<file path="src/kwm_pkg.sv">
package kwm_pkg;

    localparam int BASE_W     = 2;
    localparam int KMER_W     = 62;
    localparam int KLEN_W     = 5;
    localparam int WIN_W      = 7;
    localparam int CFG_DATA_W = 7;
    localparam int REG_IDX_W  = 1;
    localparam int FILL_W     = 8;
    localparam int IN_TDATA_W = 8;

    localparam logic [FILL_W-1:0] FILL_CAP = 8'd255;

    localparam logic [REG_IDX_W-1:0] REG_KMER_LENGTH = 1'b0;
    localparam logic [REG_IDX_W-1:0] REG_WINDOW_SIZE = 1'b1;

    localparam logic [KLEN_W-1:0] KLEN_RESET = 5'd15;
    localparam logic [WIN_W-1:0]  WIN_RESET  = 7'd10;

    typedef enum logic [2:0] {
        ST_IDLE,
        ST_HASH,
        ST_PUSH,
        ST_EXPIRE,
        ST_EMIT
    } state_t;

    typedef enum logic [2:0] {
        HS_ADD21,
        HS_XOR24,
        HS_ADD3_8,
        HS_XOR14,
        HS_ADD2_4,
        HS_XOR28,
        HS_ADD31
    } hash_step_t;

    typedef enum logic [1:0] {
        CELL_HOLD,
        CELL_LOAD_NEW,
        CELL_TAKE_NEXT,
        CELL_EMPTY
    } cell_sel_t;

    typedef struct packed {
        logic clear;
        logic push;
        logic shift;
    } queue_ctrl_t;

    typedef struct packed {
        logic head_valid;
        logic head_expired;
    } queue_status_t;

    // one round of the invertible integer mix, all values kept under mask m
    function automatic logic [KMER_W-1:0] hash_step(
        input logic [KMER_W-1:0] key,
        input logic [KMER_W-1:0] m,
        input hash_step_t        step
    );
        logic [KMER_W-1:0] r;
        case (step)
            HS_ADD21:  r = (~key + (key << 21)) & m;
            HS_XOR24:  r = key ^ (key >> 24);
            HS_ADD3_8: r = (key + (key << 3) + (key << 8)) & m;
            HS_XOR14:  r = key ^ (key >> 14);
            HS_ADD2_4: r = (key + (key << 2) + (key << 4)) & m;
            HS_XOR28:  r = key ^ (key >> 28);
            HS_ADD31:  r = (key + (key << 31)) & m;
            default:   r = key;
        endcase
        return r;
    endfunction

endpackage

</file>
<file path="src/kwm_hash.sv">
module kwm_hash (
    input  logic                      clk,
    input  logic                      rst_n,
    input  logic                      start,
    input  logic [kwm_pkg::KMER_W-1:0] key,
    input  logic [kwm_pkg::KMER_W-1:0] mask,
    output logic [kwm_pkg::KMER_W-1:0] result,
    output logic                      done
);
    import kwm_pkg::*;

    logic [KMER_W-1:0] key_reg;
    hash_step_t        step_reg;
    logic              run_reg;
    logic              done_reg;

    // one mix round per cycle
    always_ff @(posedge clk or negedge rst_n)
    begin
        if (!rst_n)
        begin
            run_reg  <= 1'b0;
            done_reg <= 1'b0;
            step_reg <= HS_ADD21;
        end
        else
        begin
            done_reg <= 1'b0;
            if (start)
            begin
                run_reg  <= 1'b1;
                step_reg <= HS_ADD21;
            end
            else if (run_reg)
            begin
                step_reg <= hash_step_t'(step_reg + 3'd1);
                if (step_reg == HS_ADD31)
                begin
                    run_reg  <= 1'b0;
                    done_reg <= 1'b1;
                end
            end
        end
    end

    always_ff @(posedge clk)
    begin
        if (start)
            key_reg <= key;
        else if (run_reg)
            key_reg <= hash_step(key_reg, mask, step_reg);
    end

    assign result = key_reg;
    assign done   = done_reg;

endmodule

</file>
<file path="config.mk">
export PLATFORM = sky130hd
export DESIGN_NAME = kwm_hash
export DESIGN_NICKNAME = d
export VERILOG_FILES = /design/src/kwm_pkg.sv /design/src/kwm_hash.sv
export SDC_FILE = /design/constraint.sdc
export NUM_CORES = 1
export LEC_CHECK = 0
export BUFFER_PORTS_ARGS = -buffer_cell sky130_fd_sc_hd__buf_2
export CAP_MARGIN = 0
export CELL_PAD_IN_SITES_DETAIL_PLACEMENT = 1
export CELL_PAD_IN_SITES_GLOBAL_PLACEMENT = 1
export CORE_MARGIN = 2
export CORE_UTILIZATION = 47
export CTS_CLUSTER_DIAMETER = 50
export DETAILED_ROUTE_END_ITERATION = 7
export GPL_ROUTABILITY_DRIVEN = 1
export PLACE_DENSITY_LB_ADDON = 0.1
export RECOVER_POWER = 25
export SLEW_MARGIN = 20
export SYNTH_ARGS = -nofsm -noshare
export SYNTH_HDL_FRONTEND = slang
export SYNTH_SLANG_ARGS = --single-unit
</file>
<file path="constraint.sdc">
create_clock -name clk -period 5.75 [get_ports clk]
set_clock_uncertainty 0.05 [all_clocks]
set_input_delay 0.8625 -clock clk [delete_from_list [all_inputs] [get_ports clk]]
set_output_delay 0.8625 -clock clk [all_outputs]
set_load 0.005 [all_outputs]
</file>
==> results by group <==
Status
  – Status: complete, but fails checks
  – Failing checks: max-capacitance violations, max-slew violations

Logic synthesis
  – Syn avg cell area: 7.91 um2
  – Syn nets: 2854
  – Async set-reset flop share out of synthesis: 7.46%
  – Mapped Cells: 2416
  – Most common flop cell mapped by yosys: edfxtp_1
  – Biggest area consumer among synthesized cells: ha_1
  – Warnings, synthesis: 0
  – Share of the synthesized area in the top cell type: 12.9%
  – Mapped Area: 19100 um2
  – Number of flops mapped to enable cells by yosys: 62
  – Seq/Total Area, Yosys: 10.4%
  – Synth top area cells: ha_1 (13%), fa_1 (12%), edfxtp_1 (9.7%), a21oi_1 (6.1%), xnor2_1 (5.0%)
  – Top-count cell post-synth: a21oi_1
  – Cell variety after synth: 89
  – Most instantiated cells after synthesis: a21oi_1 (233), nand2_1 (204), ha_1 (197)
  – Post-synthesis register bit count: 67

GRT
  – Largest net degree at the start of global routing: 41
  – First-pass GRT wire length: 148000 um
  – GRT overflow: 0
  – Number of global-route vias before repair: 22.3k
  – Number of antenna violations at the first check in global routing: 3
  – GRT Util Overall: 47.6%

Floorplanning
  – Row count: 73
  – Placeable Area: 39900 um2
  – IO Count: 190
  – Die Ht: 206 um
  – Initial core utilization: 47.9%
  – Die area: 42300 um2
  – DIE WIDTH: 206 um

Setup path
  – Worst R2R End: result[50]
  – Crit Path Max Fanout: 10
  – CP arrival: 5590 ps
  – Critical Path End Type: register
  – CP Launch Point: result[13]
  – Reg2reg setup slack: 200 ps
  – Kind of critical path: reg2reg
  – Startpoint types: register
  – CP required: 5790 ps
  – Critical Path End: result[50]
  – FF-to-FF path depth: 13
  – Reg2Reg Launch Point: result[13]

Detailed routing
  – Pre-antenna DRT Iters: 6
  – WL/cell: 32.9 um
  – Post-route antenna net violation count: 0
  – Drt initial violations: 3006
  – Vias per Instance: 7.24
  – Post-Route WL: 101000 um
  – DRC: 0
  – Via count: 22.3k

Timing
  – F_max: 180 MHz
  – Final setup viols: 0
  – Fin Hold WS: 283 ps
  – Slew headroom: -65.5%
  – Tmin final: 5550 ps
  – TNS Setup: 0 ps
  – Period utilization: 96.5%
  – RSZ-0062 raised after global routing: no
  – Slew @ Worst Pin: 2480 ps
  – Slew Viols, Final: 70
  – Fin. Hold Viols: 0

Clock tree
  – H-tree Lvls: 3
  – Setup bufs post-CTS: 0
  – Post-CTS sizing: 0
  – CTS tree: done
  – Clock latency on the worst-skew pair: 390 ps
  – Clk buf depth: 2
  – Number of CTS-inserted buffers: 9
  – Clock-pin slew on the worst setup and hold paths: 90 ps
  – Clock sinks: 67
  – CTS Root Cell: clkbuf_16
  – Cts hold-fix bufs: 0

Placement
  – IO buf count: 189
  – Placer Congestion: 1.03
  – Post-DP HPWL: 79900 um

Final layout
  – Fin nets: 2992
  – Layout area overhead: 10.0%
  – Fillers: 4979
  – Layout cells sized above 1: 11.1%
  – Max FFs per register: 62

Worst hold path
  – HP Class: in2async

Job
  – Max-Cap Viols: 2
[worst min path at each step]
| stage | endpoint | slack [ps] | start |
|---|---|---|---|
| after floorplan | step_reg[0] | 510 | step_reg[0] |
| after global placement | step_reg[0] | 550 | step_reg[0] |
| after detailed placement | step_reg[2] | 560 | run_reg |
| after CTS | step_reg[1] | 240 | rst_n |
| after global routing | run_reg | 310 | rst_n |
| final | step_reg[1] | 280 | rst_n |
[cells in the final DEF, fill, tap and decap left out, types with 62 or more instances in the layout]
master / synthesis / routed
buf_2: 11 / 162
a21o_1: 103 / 103
xor2_1: 107 / 107
edfxtp_1: 62 / 62
o21ai_0: 171 / 171
fa_1: 114 / 114
a21oi_1: 233 / 233
ha_1: 197 / 196
inv_1: 98 / 98
xnor2_1: 110 / 110
nand2_1: 204 / 204
nor2_1: 144 / 142
buf_4: 1 / 73
[cell type report]
type	count	area [um2]	share of cell area, %
multi-input combinational	2107	16200	77.1
sequential	67	1990	9.45
timing repair buffer	269	1490	7.07
tap	525	657	3.12
clock buffer	9	225	1.07
inverter	100	375	1.78
clock inverter	7	76.3	0.363
antenna	1	2.50	0.0119
[worst max-delay path, cell delays in order (launching register included)]
cell,delay [ps]
edfxtp_1,890
fa_1,560
ha_1,420
a21oi_1,190
o21ai_0,140
or3_1,340
o21ai_2,370
a21oi_2,200
a311oi_2,560
o21ai_1,230
xnor2_1,370
o221ai_1,180
a21oi_1,590
o21ai_0,160
[cells by family after synthesis]
kind of cell	count (synthesis)	share of synthesized area, %
fa+ha+maj	311	24.8
mux	34	1.79
flops	67	10.4
compound gates	957	33.8
xor+xnor	217	9.94
buf+inv	242	4.87
simple gates	588	14.4
[through the flow]
step / cell area, um2 / utilization (%) / setup WS [ps] / cells
after detailed placement: 20800 / 52.1 / 395 / 3068
after global placement: 20800 / 52.1 / 363 / 3068
after CTS: 21100 / 52.8 / 357 / 3084
final: 21000 / 52.7 / 204 / 3085
after global routing: 21000 / 52.7 / 106 / 3084
after floorplan: 19100 / - / 1560 / 2416
[metal layers]
| metal | vias to the layer above | wire length [um] | GRT usage, % |
|---|---|---|---|
| li1 | 9399 | - | - |
| met1 | 10984 | 40800 | 65.4 |
| met2 | 1593 | 41100 | 67.7 |
| met3 | 340 | 14500 | 15.2 |
| met4 | 6 | 5100 | 20.7 |
| met5 | - | 41 | 0 |
Power is left out: the tool's default activity adds up to more than one toggle a clock period on the data nets, which glitch-free logic cannot reach.
